$ cat config.mk
export PLATFORM = sky130hd
export DESIGN_NAME = priority_ready_queue_scheduler
export DESIGN_NICKNAME = d
export VERILOG_FILES = /design/src/sv/prq_pkg.sv /design/src/sv/priority_ready_queue_scheduler.sv /design/src/sv/prq_ram.sv
export SDC_FILE = /design/constraint.sdc
export NUM_CORES = 1
export LEC_CHECK = 0
export BUFFER_PORTS_ARGS = -buffer_cell sky130_fd_sc_hd__buf_4
export CORE_UTILIZATION = 60
export CTS_CLUSTER_DIAMETER = 200
export DETAILED_ROUTE_END_ITERATION = 7
export MAX_ROUTING_LAYER = met4
export PLACE_DENSITY = 0.76
export SETUP_SLACK_MARGIN = 0.4
export SYNTH_ARGS = -nofsm -noshare
export SYNTH_HDL_FRONTEND = slang
export SYNTH_SLANG_ARGS = --single-unit
export TNS_END_PERCENT = 20
$ cat constraint.sdc
create_clock -name clk -period 4.48 [get_ports clk]
set_input_delay 0.448 -clock clk [delete_from_list [all_inputs] [get_ports clk]]
set_output_delay 0.448 -clock clk [all_outputs]
set_load 0.01 [all_outputs]
$ cat src/sv/prq_pkg.sv
// Package with types, constants and command codes for the priority ready-queue scheduler.
`default_nettype none
package prq_pkg;
	localparam int TASK_COUNT = 32;
	localparam int PRIORITY_BITS = 8;
	localparam int TW = $clog2(TASK_COUNT);
	localparam int PW = PRIORITY_BITS;

	typedef logic [TW-1:0] tid_t;
	typedef logic [PW-1:0] prio_t;

	typedef enum logic [2:0] {
		CMD_REGISTER = 3'd0,
		CMD_ACTIVATE = 3'd1,
		CMD_ISR_ACT  = 3'd2,
		CMD_BLOCK    = 3'd3,
		CMD_UNBLOCK  = 3'd4,
		CMD_TERM     = 3'd5,
		CMD_SETPRIO  = 3'd6,
		CMD_QUERY    = 3'd7
	} cmd_t;

	typedef enum logic [1:0] {
		ST_SUSPENDED = 2'd0,
		ST_READY     = 2'd1,
		ST_RUNNING   = 2'd2,
		ST_BLOCKED   = 2'd3
	} tstat_t;

	typedef struct packed {
		tstat_t status;
		prio_t  prio;
		logic [7:0] wait_on;
		logic   nvalid;
		tid_t   next;
	} entry_t;

	typedef enum logic [4:0] {
		S_CLEAR, S_IDLE, S_CMD_RD, S_CMD_DEC, S_T_WR, S_NEXT,
		S_REM_RD, S_REM_CMP, S_REM_WR,
		S_INS_RD0, S_INS_LD, S_INS_RD, S_INS_CMP, S_INS_WR, S_INS_LINK,
		S_SCH_RD, S_SCH_HD, S_SCH_CMP, S_SCH_TAKE,
		S_FIN_RD, S_FIN_LD, S_OUT
	} state_t;
endpackage
`default_nettype wire

$ cat src/sv/priority_ready_queue_scheduler.sv
// Top level of the priority ready-queue scheduler with its command sequencer.
`default_nettype none
// Hardware scheduler for 32 tasks kept in one task table memory (status, priority,
// wait resource and ready-list link per task). One command item is taken at a time.
// Each item passes a table read, a decode and a final read of the addressed task
// before its result is offered. The longest item, a set priority on a ready task
// that then preempts the running task, walks the ready list three times. After
// reset a clearing pass writes every table entry, one per cycle, and no item is
// accepted until it ends. os_started lies at address 0 of the APB port.
module priority_ready_queue_scheduler (
	input  wire logic clk,
	input  wire logic arst_n,
	input  wire logic in_valid,
	output logic in_ready,
	input  wire logic [2:0] command,
	input  wire logic [4:0] task_id,
	input  wire logic [7:0] priority_req,
	input  wire logic [7:0] resource,
	output logic out_valid,
	input  wire logic out_ready,
	output logic accepted,
	output logic running_valid,
	output logic [4:0] running_task,
	output logic switched,
	output logic [1:0] addressed_state,
	output logic [7:0] addressed_priority,
	output logic [7:0] waiting_resource,
	input  wire logic psel,
	input  wire logic penable,
	input  wire logic pwrite,
	input  wire logic paddr,
	input  wire logic [31:0] pwdata,
	output logic [31:0] prdata,
	output logic pready
);
	import prq_pkg::*;

	state_t state_q, state_d;
	tid_t clr_cnt_q;
	logic os_q;

	cmd_t cmd_q;
	tid_t tid_q;
	prio_t preq_q;
	logic [7:0] res_q;

	logic head_v_q;
	tid_t head_q;
	logic cur_v_q;
	tid_t cur_q;
	logic was_v_q;
	tid_t was_t_q;
	logic acc_q;

	logic need_rem_q;
	logic need_ins_q;
	logic need_sch_q;
	tid_t op_t_q;
	tid_t wr_a_q;
	tid_t walk_q;
	tid_t prev_q;
	logic have_cur_q;
	logic have_prev_q;
	entry_t t_ent_q;
	entry_t op_ent_q;
	entry_t prev_ent_q;
	entry_t sch_ent_q;
	entry_t res_ent_q;

	logic dec_acc;
	logic dec_wr;
	logic dec_rem;
	logic dec_ins;
	logic dec_sch;
	logic dec_drop;
	entry_t dec_ent;

	logic we;
	tid_t waddr, raddr;
	entry_t wdata, rdata;

	prq_ram u_ram (
		.clk(clk), .we(we), .waddr(waddr), .wdata(wdata), .raddr(raddr), .rdata(rdata)
	);

	assign pready = 1'b1;
	assign prdata = {31'd0, os_q};
	assign in_ready = (state_q == S_IDLE);
	assign out_valid = (state_q == S_OUT);

	always_ff @(posedge clk or negedge arst_n) begin
		if (!arst_n) begin
			os_q <= 1'b0;
		end else if (psel && penable && pwrite && paddr == 1'b0) begin
			os_q <= pwdata[0];
		end
	end

	assign running_valid = cur_v_q;
	assign running_task = cur_v_q ? cur_q : '0;
	assign switched = (was_v_q != cur_v_q) || (cur_v_q && was_t_q != cur_q);
	assign accepted = acc_q;
	assign addressed_state = res_ent_q.status;
	assign addressed_priority = res_ent_q.prio;
	assign waiting_resource = res_ent_q.wait_on;

	// Command decode on the addressed entry, or the running entry for terminate.
	always_comb begin
		dec_acc = 1'b0;
		dec_wr = 1'b0;
		dec_rem = 1'b0;
		dec_ins = 1'b0;
		dec_sch = 1'b0;
		dec_drop = 1'b0;
		dec_ent = rdata;
		unique case (cmd_q)
			CMD_REGISTER: if (rdata.status == ST_SUSPENDED) begin
				dec_acc = 1'b1;
				dec_wr = 1'b1;
				dec_ent.prio = preq_q;
			end
			CMD_ACTIVATE, CMD_ISR_ACT: if (rdata.status == ST_SUSPENDED) begin
				dec_acc = 1'b1;
				dec_ins = 1'b1;
				dec_sch = (cmd_q == CMD_ACTIVATE) && os_q;
			end
			CMD_BLOCK: begin
				dec_acc = 1'b1;
				dec_wr = 1'b1;
				dec_ent.wait_on = res_q;
				dec_ent.status = ST_BLOCKED;
				dec_rem = (rdata.status == ST_READY);
				dec_drop = cur_v_q && (cur_q == tid_q);
				dec_sch = cur_v_q && (cur_q == tid_q);
			end
			CMD_UNBLOCK: if (rdata.status == ST_BLOCKED) begin
				dec_acc = 1'b1;
				dec_wr = 1'b1;
				dec_ent.wait_on = '0;
				dec_ins = 1'b1;
				dec_sch = 1'b1;
			end
			CMD_TERM: if (cur_v_q) begin
				dec_acc = 1'b1;
				dec_wr = 1'b1;
				dec_ent.status = ST_SUSPENDED;
				dec_drop = 1'b1;
				dec_sch = 1'b1;
			end
			CMD_SETPRIO: begin
				dec_acc = 1'b1;
				dec_wr = 1'b1;
				dec_ent.prio = preq_q;
				dec_rem = (rdata.status == ST_READY);
				dec_ins = (rdata.status == ST_READY);
				dec_sch = (rdata.status == ST_READY) || (rdata.status == ST_RUNNING);
			end
			CMD_QUERY: ;
		endcase
	end

	always_comb begin
		state_d = state_q;
		unique case (state_q)
			S_CLEAR: if (clr_cnt_q == tid_t'(TASK_COUNT - 1)) state_d = S_IDLE;
			S_IDLE: if (in_valid) state_d = S_CMD_RD;
			S_CMD_RD: state_d = S_CMD_DEC;
			S_CMD_DEC: state_d = dec_wr ? S_T_WR : S_NEXT;
			S_T_WR: state_d = S_NEXT;
			S_NEXT: begin
				priority if (need_rem_q) state_d = S_REM_RD;
				else if (need_ins_q) state_d = S_INS_RD0;
				else if (need_sch_q) state_d = S_SCH_RD;
				else state_d = S_FIN_RD;
			end
			S_REM_RD: state_d = have_cur_q ? S_REM_CMP : S_NEXT;
			S_REM_CMP: begin
				if (walk_q == op_t_q) state_d = have_prev_q ? S_REM_WR : S_NEXT;
				else state_d = S_REM_RD;
			end
			S_REM_WR: state_d = S_NEXT;
			S_INS_RD0: state_d = S_INS_LD;
			S_INS_LD: state_d = S_INS_RD;
			S_INS_RD: state_d = have_cur_q ? S_INS_CMP : S_INS_WR;
			S_INS_CMP: state_d = (op_ent_q.prio < rdata.prio) ? S_INS_WR : S_INS_RD;
			S_INS_WR: state_d = have_prev_q ? S_INS_LINK : S_NEXT;
			S_INS_LINK: state_d = S_NEXT;
			S_SCH_RD: state_d = head_v_q ? S_SCH_HD : S_NEXT;
			S_SCH_HD: state_d = cur_v_q ? S_SCH_CMP : S_SCH_TAKE;
			S_SCH_CMP: state_d = S_NEXT;
			S_SCH_TAKE: state_d = S_NEXT;
			S_FIN_RD: state_d = S_FIN_LD;
			S_FIN_LD: state_d = S_OUT;
			S_OUT: if (out_ready) state_d = S_IDLE;
			default: state_d = S_IDLE;
		endcase
	end

	always_comb begin
		we = 1'b0;
		waddr = tid_q;
		wdata = '0;
		raddr = tid_q;
		unique case (state_q)
			S_CLEAR: begin
				we = 1'b1;
				waddr = clr_cnt_q;
			end
			S_CMD_RD: raddr = (cmd_q == CMD_TERM) ? cur_q : tid_q;
			S_T_WR: begin
				we = 1'b1;
				waddr = wr_a_q;
				wdata = t_ent_q;
			end
			S_REM_RD: raddr = walk_q;
			S_REM_WR: begin
				we = 1'b1;
				waddr = prev_q;
				wdata = prev_ent_q;
			end
			S_INS_RD0: raddr = op_t_q;
			S_INS_RD: raddr = walk_q;
			S_INS_WR: begin
				we = 1'b1;
				waddr = op_t_q;
				wdata = op_ent_q;
				wdata.next = walk_q;
				wdata.nvalid = have_cur_q;
				wdata.status = ST_READY;
			end
			S_INS_LINK: begin
				we = 1'b1;
				waddr = prev_q;
				wdata = prev_ent_q;
				wdata.next = op_t_q;
				wdata.nvalid = 1'b1;
			end
			S_SCH_RD: raddr = head_q;
			S_SCH_HD: raddr = cur_q;
			S_SCH_TAKE: begin
				we = 1'b1;
				waddr = head_q;
				wdata = sch_ent_q;
				wdata.status = ST_RUNNING;
				wdata.nvalid = 1'b0;
			end
			S_FIN_RD: raddr = tid_q;
			default: ;
		endcase
	end

	always_ff @(posedge clk or negedge arst_n) begin
		if (!arst_n) begin
			state_q <= S_CLEAR;
			clr_cnt_q <= '0;
			cmd_q <= CMD_QUERY;
			tid_q <= '0;
			preq_q <= '0;
			res_q <= '0;
			head_v_q <= 1'b0;
			head_q <= '0;
			cur_v_q <= 1'b0;
			cur_q <= '0;
			was_v_q <= 1'b0;
			was_t_q <= '0;
			acc_q <= 1'b0;
			need_rem_q <= 1'b0;
			need_ins_q <= 1'b0;
			need_sch_q <= 1'b0;
			op_t_q <= '0;
			wr_a_q <= '0;
			walk_q <= '0;
			prev_q <= '0;
			have_cur_q <= 1'b0;
			have_prev_q <= 1'b0;
			t_ent_q <= '0;
			op_ent_q <= '0;
			prev_ent_q <= '0;
			sch_ent_q <= '0;
			res_ent_q <= '0;
		end else begin
			state_q <= state_d;
			unique case (state_q)
				S_CLEAR: clr_cnt_q <= clr_cnt_q + 1'b1;
				S_IDLE: if (in_valid) begin
					cmd_q <= cmd_t'(command);
					tid_q <= task_id;
					preq_q <= priority_req;
					res_q <= resource;
					was_v_q <= cur_v_q;
					was_t_q <= cur_q;
				end
				S_CMD_DEC: begin
					acc_q <= dec_acc;
					t_ent_q <= dec_ent;
					wr_a_q <= (cmd_q == CMD_TERM) ? cur_q : tid_q;
					need_rem_q <= dec_rem;
					need_ins_q <= dec_ins;
					need_sch_q <= dec_sch;
					op_t_q <= tid_q;
					if (dec_drop) begin
						cur_v_q <= 1'b0;
						cur_q <= '0;
					end
				end
				S_NEXT: begin
					priority if (need_rem_q) begin
						need_rem_q <= 1'b0;
						walk_q <= head_q;
						have_cur_q <= head_v_q;
						have_prev_q <= 1'b0;
					end else if (need_ins_q) begin
						need_ins_q <= 1'b0;
					end else if (need_sch_q) begin
						need_sch_q <= 1'b0;
					end
				end
				S_REM_CMP: begin
					if (walk_q == op_t_q) begin
						if (have_prev_q) begin
							prev_ent_q.next <= rdata.next;
							prev_ent_q.nvalid <= rdata.nvalid;
						end else begin
							head_q <= rdata.next;
							head_v_q <= rdata.nvalid;
						end
					end else begin
						prev_q <= walk_q;
						prev_ent_q <= rdata;
						have_prev_q <= 1'b1;
						walk_q <= rdata.next;
						have_cur_q <= rdata.nvalid;
					end
				end
				S_INS_LD: begin
					op_ent_q <= rdata;
					walk_q <= head_q;
					have_cur_q <= head_v_q;
					have_prev_q <= 1'b0;
				end
				S_INS_CMP: if (!(op_ent_q.prio < rdata.prio)) begin
					prev_q <= walk_q;
					prev_ent_q <= rdata;
					have_prev_q <= 1'b1;
					walk_q <= rdata.next;
					have_cur_q <= rdata.nvalid;
				end
				S_INS_WR: if (!have_prev_q) begin
					head_q <= op_t_q;
					head_v_q <= 1'b1;
				end
				S_SCH_HD: sch_ent_q <= rdata;
				// A more urgent head sends the running task back to the list first.
				S_SCH_CMP: if (sch_ent_q.prio < rdata.prio) begin
					op_t_q <= cur_q;
					cur_v_q <= 1'b0;
					need_ins_q <= 1'b1;
					need_sch_q <= 1'b1;
				end
				S_SCH_TAKE: begin
					head_q <= sch_ent_q.next;
					head_v_q <= sch_ent_q.nvalid;
					cur_q <= head_q;
					cur_v_q <= 1'b1;
				end
				S_FIN_LD: res_ent_q <= rdata;
				default: ;
			endcase
		end
	end
endmodule
`default_nettype wire

$ cat src/sv/prq_ram.sv
// Task table with separate write and read ports and a registered read.
`default_nettype none
module prq_ram (
	input  wire logic clk,
	input  wire logic we,
	input  wire prq_pkg::tid_t waddr,
	input  wire prq_pkg::entry_t wdata,
	input  wire prq_pkg::tid_t raddr,
	output prq_pkg::entry_t rdata
);
	import prq_pkg::*;
	entry_t mem [TASK_COUNT];
	always_ff @(posedge clk) begin
		if (we) mem[waddr] <= wdata;
		rdata <= mem[raddr];
	end
endmodule
`default_nettype wire
==> Word level (Yosys, flattened, before mapping) <==
Memories as Yosys holds them, arrays and structs flattened. A register that Yosys moved wholly into a read port is not among the register bits.
Index checks and enable logic that the tools add are counted.
{ "op_classes": {"add_sub_neg": 1, "n_lt_le_gt_ge": 2, "eq_ne": 49, "muxes": 82, "bitwise": 1, "reduce_logical": 37} }
{ "op_table": {"columns": ["cell", "n"], "rows": [
  ["$pmux W24 S5", 1],
  ["$mux W5", 19],
  ["$pmux W5 S18", 1],
  ["$pmux W5 S5", 2],
  ["$pmux W24 S2", 1],
  ["$eq A5 B4 Y1 const B", 8],
  ["$eq A5 B5 Y1 const B", 7],
  ["$pmux W8 S2", 2],
  ["$pmux W5 S2", 3],
  ["$mux W1", 25],
  ["$mux W24", 1],
  ["$ne A2 B2 Y1 const B", 12],
  ["$eq A5 B3 Y1 const B", 4],
  ["$pmux W5 S4", 1],
  ["$mux W18", 1],
  ["$lt A8 B8 Y1", 2],
  ["$mux W8", 2],
  ["$pmux W1 S4", 4],
  ["$pmux W1 S3", 5],
  ["$pmux W5 S3", 1],
  ["$reduce_and A3 Y1", 5],
  ["$mux W4", 3],
  ["$mux W6", 2],
  ["$reduce_and A4 Y1", 3],
  ["other kinds (32)", 57]
]} }
{ "word_totals": {"reg_bits": 183, "ram_bits": 768, "in_bits": 64, "out_inout_bits": 61, "wordCells": 215, "mem_count": 1} }
{ "mem_list": {"columns": ["name", "depth", "word_bits", "rd", "rd_clocked_by_memory_dff", "wr", "line_no", "source"], "rows": [
  ["u_ram.mem", 32, 24, 1, 1, 1, "prq_ram.sv:12", "entry_t mem [TASK_COUNT];"]
]} }

==> Depth between registers and ports, before layout <==
Gate-level depths: netlist of the first run.
{ "depth": {"ltp_word": 5, "ltp_mapped": 14, "ltp_nobuf": 10} }

==> Cells and area by module <==
A second synthesis of the first run with hierarchy kept.
{ "hier_totals": {"cells_unflattened": 2675, "area_unflattened_um2": 40201.1} }
{ "by_module_without_submodules": {"columns": ["mod", "instances", "cells_each", "area_each_um2", "seq_area_each_um2"], "rows": [
  ["prq_ram", 1, 1711, 30480.5, 23542.6],
  ["priority_ready_queue_scheduler", 1, 964, 9720.6, 4583.1]
]} }

==> Worst setup path before layout of the first run <==
OpenSTA, ideal clock, no wires.
{ "synth_path": {"path_type": "reg-to-reg", "from": "register state_q[3]", "to": "memory u_ram.mem[20][0] in the netlist's numbering, enable pin", "setup_time_ps": 405, "t_arrival_ps": 3347, "t_required_ps": 4075, "slack_ps": 728, "path_stages_with_launch": 11, "n_path_buf": 2, "period_less_slack_ps": 3752, "path_cell_list": "dfrtp_1 > buf_2 > or3_1 > clkbuf_1 > nor2_1 > a22oi_1 > nand2_1 > a211oi_1 > a21oi_1 > nand3_1 > nor2_1"} }
{ "synth_between": {"elab_chain_len": 5, "word_cells_on_any_way": 12, "classes_between": "5 x eq/ne; 4 x mux; 3 x reduce/logical"} }
{ "synth_lines": {"columns": ["item", "line_no", "source"], "rows": [
  ["start: declaration", "priority_ready_queue_scheduler.sv:38", "state_t state_q, state_d;"],
  ["start signal: assignment", "priority_ready_queue_scheduler.sv:282", "state_q <= state_d;"],
  ["$eq A5 B4 Y1, or another cell as far along", "priority_ready_queue_scheduler.sv:204", "unique case (state_q)"],
  ["$reduce_or A6 Y1 (no source line)", null, null],
  ["$mux W1", "priority_ready_queue_scheduler.sv:204", null],
  ["$mux W1", "prq_ram.sv:14", "if (we) mem[waddr] <= wdata;"],
  ["$mux W1 (implied by the code)", "prq_ram.sv:14", null],
  ["end: declaration", "prq_ram.sv:12", null]
]} }
Several ways; a longest one is shown, not always the timed one.

==> Final worst setup path of the first run <==
{ "layout_path": {"from": "register cmd_q[1]", "to": "register, netlist name u_ram.rdata[15]"} }
{ "layout_between": {"elab_chain_len": 3} }
{ "layout_lines": {"columns": ["item", "line_no", "source"], "rows": [
  ["start: declaration", "priority_ready_queue_scheduler.sv:42", "cmd_t cmd_q;"],
  ["start signal: assignment", "priority_ready_queue_scheduler.sv:286", "cmd_q <= cmd_t'(command);"],
  ["$eq A3 B3 Y1", "priority_ready_queue_scheduler.sv:209", "S_CMD_RD: raddr = (cmd_q == CMD_TERM) ? cur_q : tid_q;"],
  ["$mux W5", "priority_ready_queue_scheduler.sv:209", null],
  ["$pmux W5 S5", "priority_ready_queue_scheduler.sv:204", null]
]} }
No other way between the ends.
A chain may end at the register's enable or synchronous reset.

==> impl_metrics.env, run 1 <==
export IMPL_vdd_drop_max_mv=0.529
export IMPL_hpwl_mm=62.5
export IMPL_drv_cap=0
export IMPL_ys_ff_latch=975
export IMPL_crit_path_end_kind="flip-flop"
export IMPL_synthXorXnorAreaFrac_pct=0.435
export IMPL_synth_compound_area_share_pct=7.62
export IMPL_min_from="priority_req[5]"
export IMPL_final_common_cell="edfxtp_1"
export IMPL_syn_avg_cell_area_um2=13.1
export IMPL_fmax_mhz=252
export IMPL_clk_latency_ns=0.68
export IMPL_seq_area_mm2=0.0281
export IMPL_grt_overflow=0
export IMPL_fillCellCount=4282
export IMPL_synthMuxAreaShare_pct=6.80
export IMPL_power_density_mw_per_mm2=798
export IMPL_drive_gt1_share_pct=16.2
export IMPL_violations="DRC"
export IMPL_cts_tree="done"
export IMPL_crit_reg2reg_launch="cmd_q[1]$_DFFE_PN1P_"
export IMPL_clock_sinks=975
export IMPL_post_cts_buffers=0
export IMPL_ys_seq_area_share_pct=69.8
export IMPL_synth_top_cell_by_area="edfxtp_1"
export IMPL_drt_initial_drc_count=3367
export IMPL_grt_pass1_wl_mm=152
export IMPL_start_util_pct=61.0
export IMPL_rsz0062_at_grt="true"
export IMPL_finalHoldViolCount=0
export IMPL_htreeDepth=3
export IMPL_worstSetupStartpoint="cmd_q[1]$_DFFE_PN1P_"
export IMPL_antenna_found_initial=2
export IMPL_synth_cells=3069
export IMPL_synth_adder_area_share_pct=0.590
export IMPL_slew_violations=0
export IMPL_row_count=94
export IMPL_place_congestion=0.919
export IMPL_synth_simple_area_share_pct=12.0
export IMPL_die_y_um=261
export IMPL_crit_required_ns=5.05
export IMPL_yosysTopAreaCellShare_pct=57.2
export IMPL_synth_top_family_by_area="simple AND/OR/NAND/NOR gates"
export IMPL_critPathMaxStageDelay_ns=0.69
export IMPL_grt_max_degree=106
export IMPL_cp_max_fo=17
export IMPL_ys_flop_type="edfxtp_1"
export IMPL_ant_nets=0
export IMPL_multiInputGateArea_mm2=0.0113
export IMPL_clock_root_buffer="clkbuf_16"
export IMPL_dr_total_vias=26165
export IMPL_path_class="flip-flop to flip-flop"
export IMPL_drt_total_wl_mm=103
export IMPL_ys_warnings_count=0
export IMPL_finalCriticalPeriod_ns=3.96
export IMPL_coreArea_mm2=0.0661
export IMPL_synth_cell_types=63
export IMPL_cp_cell_sequence="nand3b_1 -> buf_4 -> mux2i_1 -> o2bb2ai_1 -> a2111oi_0 -> a21oi_4 -> buf_12 -> buf_4 -> mux4_2 -> a211o_1 -> nor4_1"
export IMPL_viasPerCell=6.33
export IMPL_dr_pass1_iters=8
export IMPL_clock_path_buffers=3
export IMPL_critPathLaunchType="flip-flop"
export IMPL_p_leak_nw=17.3
export IMPL_finClkSkew_ns=0.0687
export IMPL_die_w_um=261
export IMPL_status="finished with violations"
export IMPL_syn_area_mm2=0.0403
export IMPL_grt_pass1_vias=25386
export IMPL_tns_ns=0
export IMPL_n_antenna_cell=0
export IMPL_totalPowerFinal_mw=36.6
export IMPL_cts_reportedPaths_clkPinSlew_ns=0.06
export IMPL_setup_viol=0
export IMPL_num_io_pins=125
export IMPL_grt_usage_pct=31.1
export IMPL_crit_path_frequent_cell="buf_4"
export IMPL_slowest_stage="a2111oi_0"
export IMPL_synth_edf_count=768
export IMPL_hp_class="input port to flip-flop"
export IMPL_synth_top_cells_by_area="edfxtp_1, dfrtp_1, nand2_1, mux2i_1, mux2_2"
export IMPL_reg2reg_depth=11
export IMPL_cts_inserted_buffers=95
export IMPL_layout_nets=3274
export IMPL_cp_data_arrival_time_ns=4.53
export IMPL_tightest_slew_ns=1.11
export IMPL_drc_errors=11
export IMPL_area_delta_synth_final_pct=13.8
export IMPL_drt_wirelength_per_cell_um=24.8
export IMPL_post_route_period_util_pct=88.4
export IMPL_relSlewSlack_pct=25.7
export IMPL_io_buffers=61
export IMPL_layout_common_cells="edfxtp_1, nand2_1, nand3_1, dfrtp_1, buf_4"
export IMPL_hold_depth=2
export IMPL_async_flop_share_pct=18.8
export IMPL_die_area_mm2=0.0682
## metrics by stage
stage	instance area, um2	hold slack (ns)	utilization, %	setup slack (ns)	cells
floorplan	40400	0.152	-	0.728	3099
global placement	42600	0.459	64.5	0.560	3957
detailed placement	42600	0.467	64.5	0.494	3957
CTS	45900	0.00937	69.4	0.452	4133
global route	45900	0.0127	69.4	0.369	4133
finish	45900	0.0371	69.4	0.519	4133
## synthesized netlist by cell type, types with 9 or more instances
master / n
edfxtp_1: 768
nand2_1: 679
nand3_1: 206
dfrtp_1: 180
clkbuf_1: 124
mux2i_1: 113
a21oi_1: 110
nor2_1: 97
mux2_2: 95
and2_1: 56
o21ai_0: 55
a31oi_1: 53
a211oi_1: 52
buf_4: 43
o22ai_1: 34
nor4_1: 27
buf_1: 26
a211o_1: 25
a21boi_0: 24
buf_2: 24
dfxtp_1: 24
mux4_2: 24
inv_1: 23
a222oi_1: 22
a22oi_1: 21
ha_1: 19
xnor2_1: 15
nor3_1: 12
a22o_1: 11
a221oi_1: 10
a21o_1: 9
## worst paths after layout
path	end	slack, ns
setup / recovery	u_ram.rdata[15]$_DFF_P_	0.52
hold / removal	preq_q[5]$_DFFE_PN0P_	0.04
setup reg to reg	u_ram.rdata[15]$_DFF_P_	0.52
hold reg to reg	t_ent_q[3]$_DFFE_PN0P_	0.48
max in group asynchronous	addressed_priority[0]$_DFFE_PN0P_	2.96
min in group asynchronous	was_t_q[2]$_DFFE_PN0P_	0.48
## registers in the layout (all words and copies together) (netlist names), 3 cells and up
register            count
addressed_priority      8
clr_cnt_q               5
cmd_q                   3
cur_q                   5
head_q                  5
op_ent_q               16
op_t_q                  5
preq_q                  8
prev_ent_q             24
prev_q                  5
res_q                   8
sch_ent_q              22
state_q                 5
t_ent_q                24
tid_q                   5
u_ram.mem             768
u_ram.rdata            24
waiting_resource        8
walk_q                  5
was_t_q                 5
wr_a_q                  5
## area by class of cell
cell class	instances	area share, %
clock inverters	49	1.44
repair buffers	214	4.39
inverters	23	0.188
flip-flops and latches	975	61.3
clock buffers	126	5.61
multi-input cells	1882	24.7
well taps	864	2.36
## power breakdown
| part | internal [mW] | switching [mW] | leakage [nW] | total (mW) |
|---|---|---|---|---|
| Combinational | 5.46 | 9.72 | 6.18 | 15.2 |
| Clock | 4.77 | 3.38 | 1.58 | 8.15 |
| Sequential | 12.1 | 1.17 | 9.53 | 13.3 |
| Total | 22.4 | 14.3 | 17.3 | 36.6 |
## kinds of logic after synthesis
family / count (synthesis)
mux: 232
other cells: 2
fa+ha+maj: 19
flops: 975
compound gates: 458
simple gates: 1121
buf+inv: 242
xor+xnor: 20
## critical path: cells and delay by family, from the launching register on
kind / cells / cell delay, ns
compound gates: 4 / 1.33
buf+inv: 3 / 0.61
flops: 1 / 0.67
mux: 2 / 0.78
simple gates: 2 / 0.48
## repair_timing
action	CTS	global route
hold buffers	1	0
hold endpoints to repair	24	0
gates resized for setup	0	1
setup endpoints to repair	0	10
## routing by layer
layer,vias up,share of wire (%),track usage [%]
met5,-,0,-
met4,0,3.9,13.4
met3,246,11,5.34
met2,1605,47,47.7
met1,12832,38,41.4
li1,11482,-,-
No activity file was read; power rests on OpenSTA's default activity.
==> inputs of run 2 (changes only) <==
- CORE_MARGIN: unset -> 2
- GPL_ROUTABILITY_DRIVEN: unset -> 0
==> impl_metrics.env, run 2 (synthesis results as in run 1) <==
export IMPL_dr_pass1_iters=8
export IMPL_hp_class="input port to flip-flop"
export IMPL_layout_nets=3266
export IMPL_antenna_found_initial=2
export IMPL_clock_sinks=975
export IMPL_die_area_mm2=0.0693
export IMPL_cts_reportedPaths_clkPinSlew_ns=0.06
export IMPL_worstSetupEndpoint="u_ram.rdata[22]$_DFF_P_"
export IMPL_row_count=95
export IMPL_clock_path_buffers=3
export IMPL_dr_total_vias=26392
export IMPL_worstSetupStartpoint="cmd_q[2]$_DFFE_PN1P_"
export IMPL_stdcell_count=4135
export IMPL_layout_common_cells="edfxtp_1, nand2_1, nand3_1, buf_4, dfrtp_1"
export IMPL_htreeDepth=3
export IMPL_grt_most_used_layer="met2"
export IMPL_placedCellCount=3951
export IMPL_r2r_end="u_ram.rdata[22]$_DFF_P_"
export IMPL_slowest_stage="dfstp_2"
export IMPL_coreArea_mm2=0.0668
export IMPL_hpwl_mm=61.4
export IMPL_cts_inserted_buffers=97
export IMPL_viasPerCell=6.38
export IMPL_status="completed"
export IMPL_setup_viol=0
export IMPL_drt_wirelength_per_cell_um=24.8
export IMPL_relSlewSlack_pct=18.4
export IMPL_crit_path_frequent_cell="buf_4"
export IMPL_crit_path_end_kind="flip-flop"
export IMPL_final_common_cell="edfxtp_1"
export IMPL_start_util_pct=60.3
export IMPL_reg2reg_slack_ns=0.41
export IMPL_grt_max_degree=141
export IMPL_drt_total_wl_mm=103
export IMPL_num_io_pins=125
export IMPL_tns_ns=0
export IMPL_drive_gt1_share_pct=15.7
export IMPL_drt_initial_drc_count=3987
export IMPL_vdd_drop_max_mv=0.601
export IMPL_drc_errors=0
export IMPL_area_delta_synth_final_pct=12.5
export IMPL_drv_cap=0
export IMPL_clock_root_buffer="clkbuf_16"
export IMPL_post_route_period_util_pct=90.9
export IMPL_fmax_mhz=245
export IMPL_finClkSkew_ns=0.0279
export IMPL_finalCriticalPeriod_ns=4.07
export IMPL_die_w_um=263
export IMPL_grt_pass1_wl_mm=154
export IMPL_cp_data_arrival_time_ns=4.68
export IMPL_ant_nets=0
export IMPL_rsz0062_at_grt="true"
export IMPL_clk_latency_ns=0.66
export IMPL_cp_cell_sequence="nand3b_1 -> and4_1 -> a221o_1 -> a221o_4 -> buf_12 -> buf_4 -> mux2i_1 -> mux4_2 -> a211o_1 -> nor4_1 -> buf_4"
export IMPL_io_buffers=61
export IMPL_finalHoldViolCount=0
export IMPL_grt_overflow=0
export IMPL_grtUsageMet3_pct=5.18
export IMPL_grt_use_met1_pct=40.1
export IMPL_grt_usage_pct=30.3
export IMPL_top_register="u_ram.mem"
export IMPL_power_density_mw_per_mm2=797
export IMPL_grt_met2_usage_pct=47.0
export IMPL_reg2reg_depth=11
export IMPL_crit_reg2reg_launch="cmd_q[2]$_DFFE_PN1P_"
export IMPL_grt_pass1_vias=25925
export IMPL_crit_required_ns=5.08
export IMPL_slew_violations=0
export IMPL_tightest_slew_ns=1.22
export IMPL_largest_reg_flops=768
export IMPL_critPathLaunchType="flip-flop"
export IMPL_p_leak_nw=17.1
export IMPL_path_class="flip-flop to flip-flop"
export IMPL_critPathMaxStageDelay_ns=0.66
export IMPL_cts_tree="done"
export IMPL_cp_max_fo=40
export IMPL_die_y_um=263
[run 2: cell count changes in the layout (fill, tap and decap cells not counted), sizes merged, moves of 2 or more]
cell,before,now
dlygate4sd3,1,3
bufinv,12,5
clkinvlp,0,2
inv,26,28
clkbuf,126,130
buf,213,201
[run 2: metal layers]
| layer | vias up | share of wire (%) |
|---|---|---|
| met5 | - | 0 |
| met4 | 0 | 4.3 |
| met3 | 290 | 10 |
| met2 | 1662 | 47 |
| met1 | 12965 | 38 |
| li1 | 11475 | - |
[run 2: cell type report]
| cell class | instances | area, um2 |
|---|---|---|
| repair buffers | 204 | 1700 |
| well taps | 873 | 1090 |
| clock buffers | 130 | 2610 |
| diodes | 1 | 2.50 |
| multi-input cells | 1882 | 11300 |
| inverters | 23 | 86.3 |
| flip-flops and latches | 975 | 28100 |
| fillers | 4437 | 21400 |
| clock inverters | 47 | 403 |
[run 2: worst min-delay path by stage]
stage | startpoint | endpoint | slack [ns] | cells past startpoint
after floorplan | arst_n | accepted$_DFFE_PN0P_ | 0.15 | 0
after global placement | sch_ent_q[8]$_DFFE_PN0N_ | sch_ent_q[8]$_DFFE_PN0N_ | 0.46 | 2
after detailed placement | sch_ent_q[6]$_DFFE_PN0N_ | sch_ent_q[6]$_DFFE_PN0N_ | 0.46 | 2
after CTS | priority_req[1] | preq_q[1]$_DFFE_PN0P_ | 0.0002 | 2
after global routing | priority_req[1] | preq_q[1]$_DFFE_PN0P_ | 0.02 | 2
final | priority_req[6] | preq_q[6]$_DFFE_PN0P_ | 0.02 | 2
[run 2: critical path, delay by kind of cell (launching register included)]
kind	cells	cell delay, ns
flops	1	0.66
mux	2	0.65
buf+inv	3	0.61
simple gates	3	0.87
compound gates	3	1.21
[run 2: report_power, final]
| part | switching [mW] | internal, mW |
|---|---|---|
| sequential | 1.16 | 12.1 |
| combinational | 9.82 | 5.28 |
| clock | 3.38 | 4.39 |
| total | 14.4 | 21.8 |
[run 2: through the flow]
stage	utilization [%]	hold slack, ns	power [mW]	setup WS, ns	area [um2]
floorplan	-	0.152	22.7	0.728	40400
global placement	63.3	0.458	27.4	0.386	42300
detailed placement	63.3	0.464	28.1	0.285	42300
CTS	67.8	0.000155	35.9	0.389	45300
global route	67.9	0.0155	37.7	0.357	45400
finish	67.9	0.0202	36.2	0.406	45400
[run 2: timing repair]
| item | CTS | global route |
|---|---|---|
| buffers inserted | 0 | 3 |
| endpoints found under the setup margin | 4 | 8 |
| resized for setup | 3 | 5 |
| endpoints found under the hold margin | 107 | 0 |
| hold buffers | 3 | 0 |
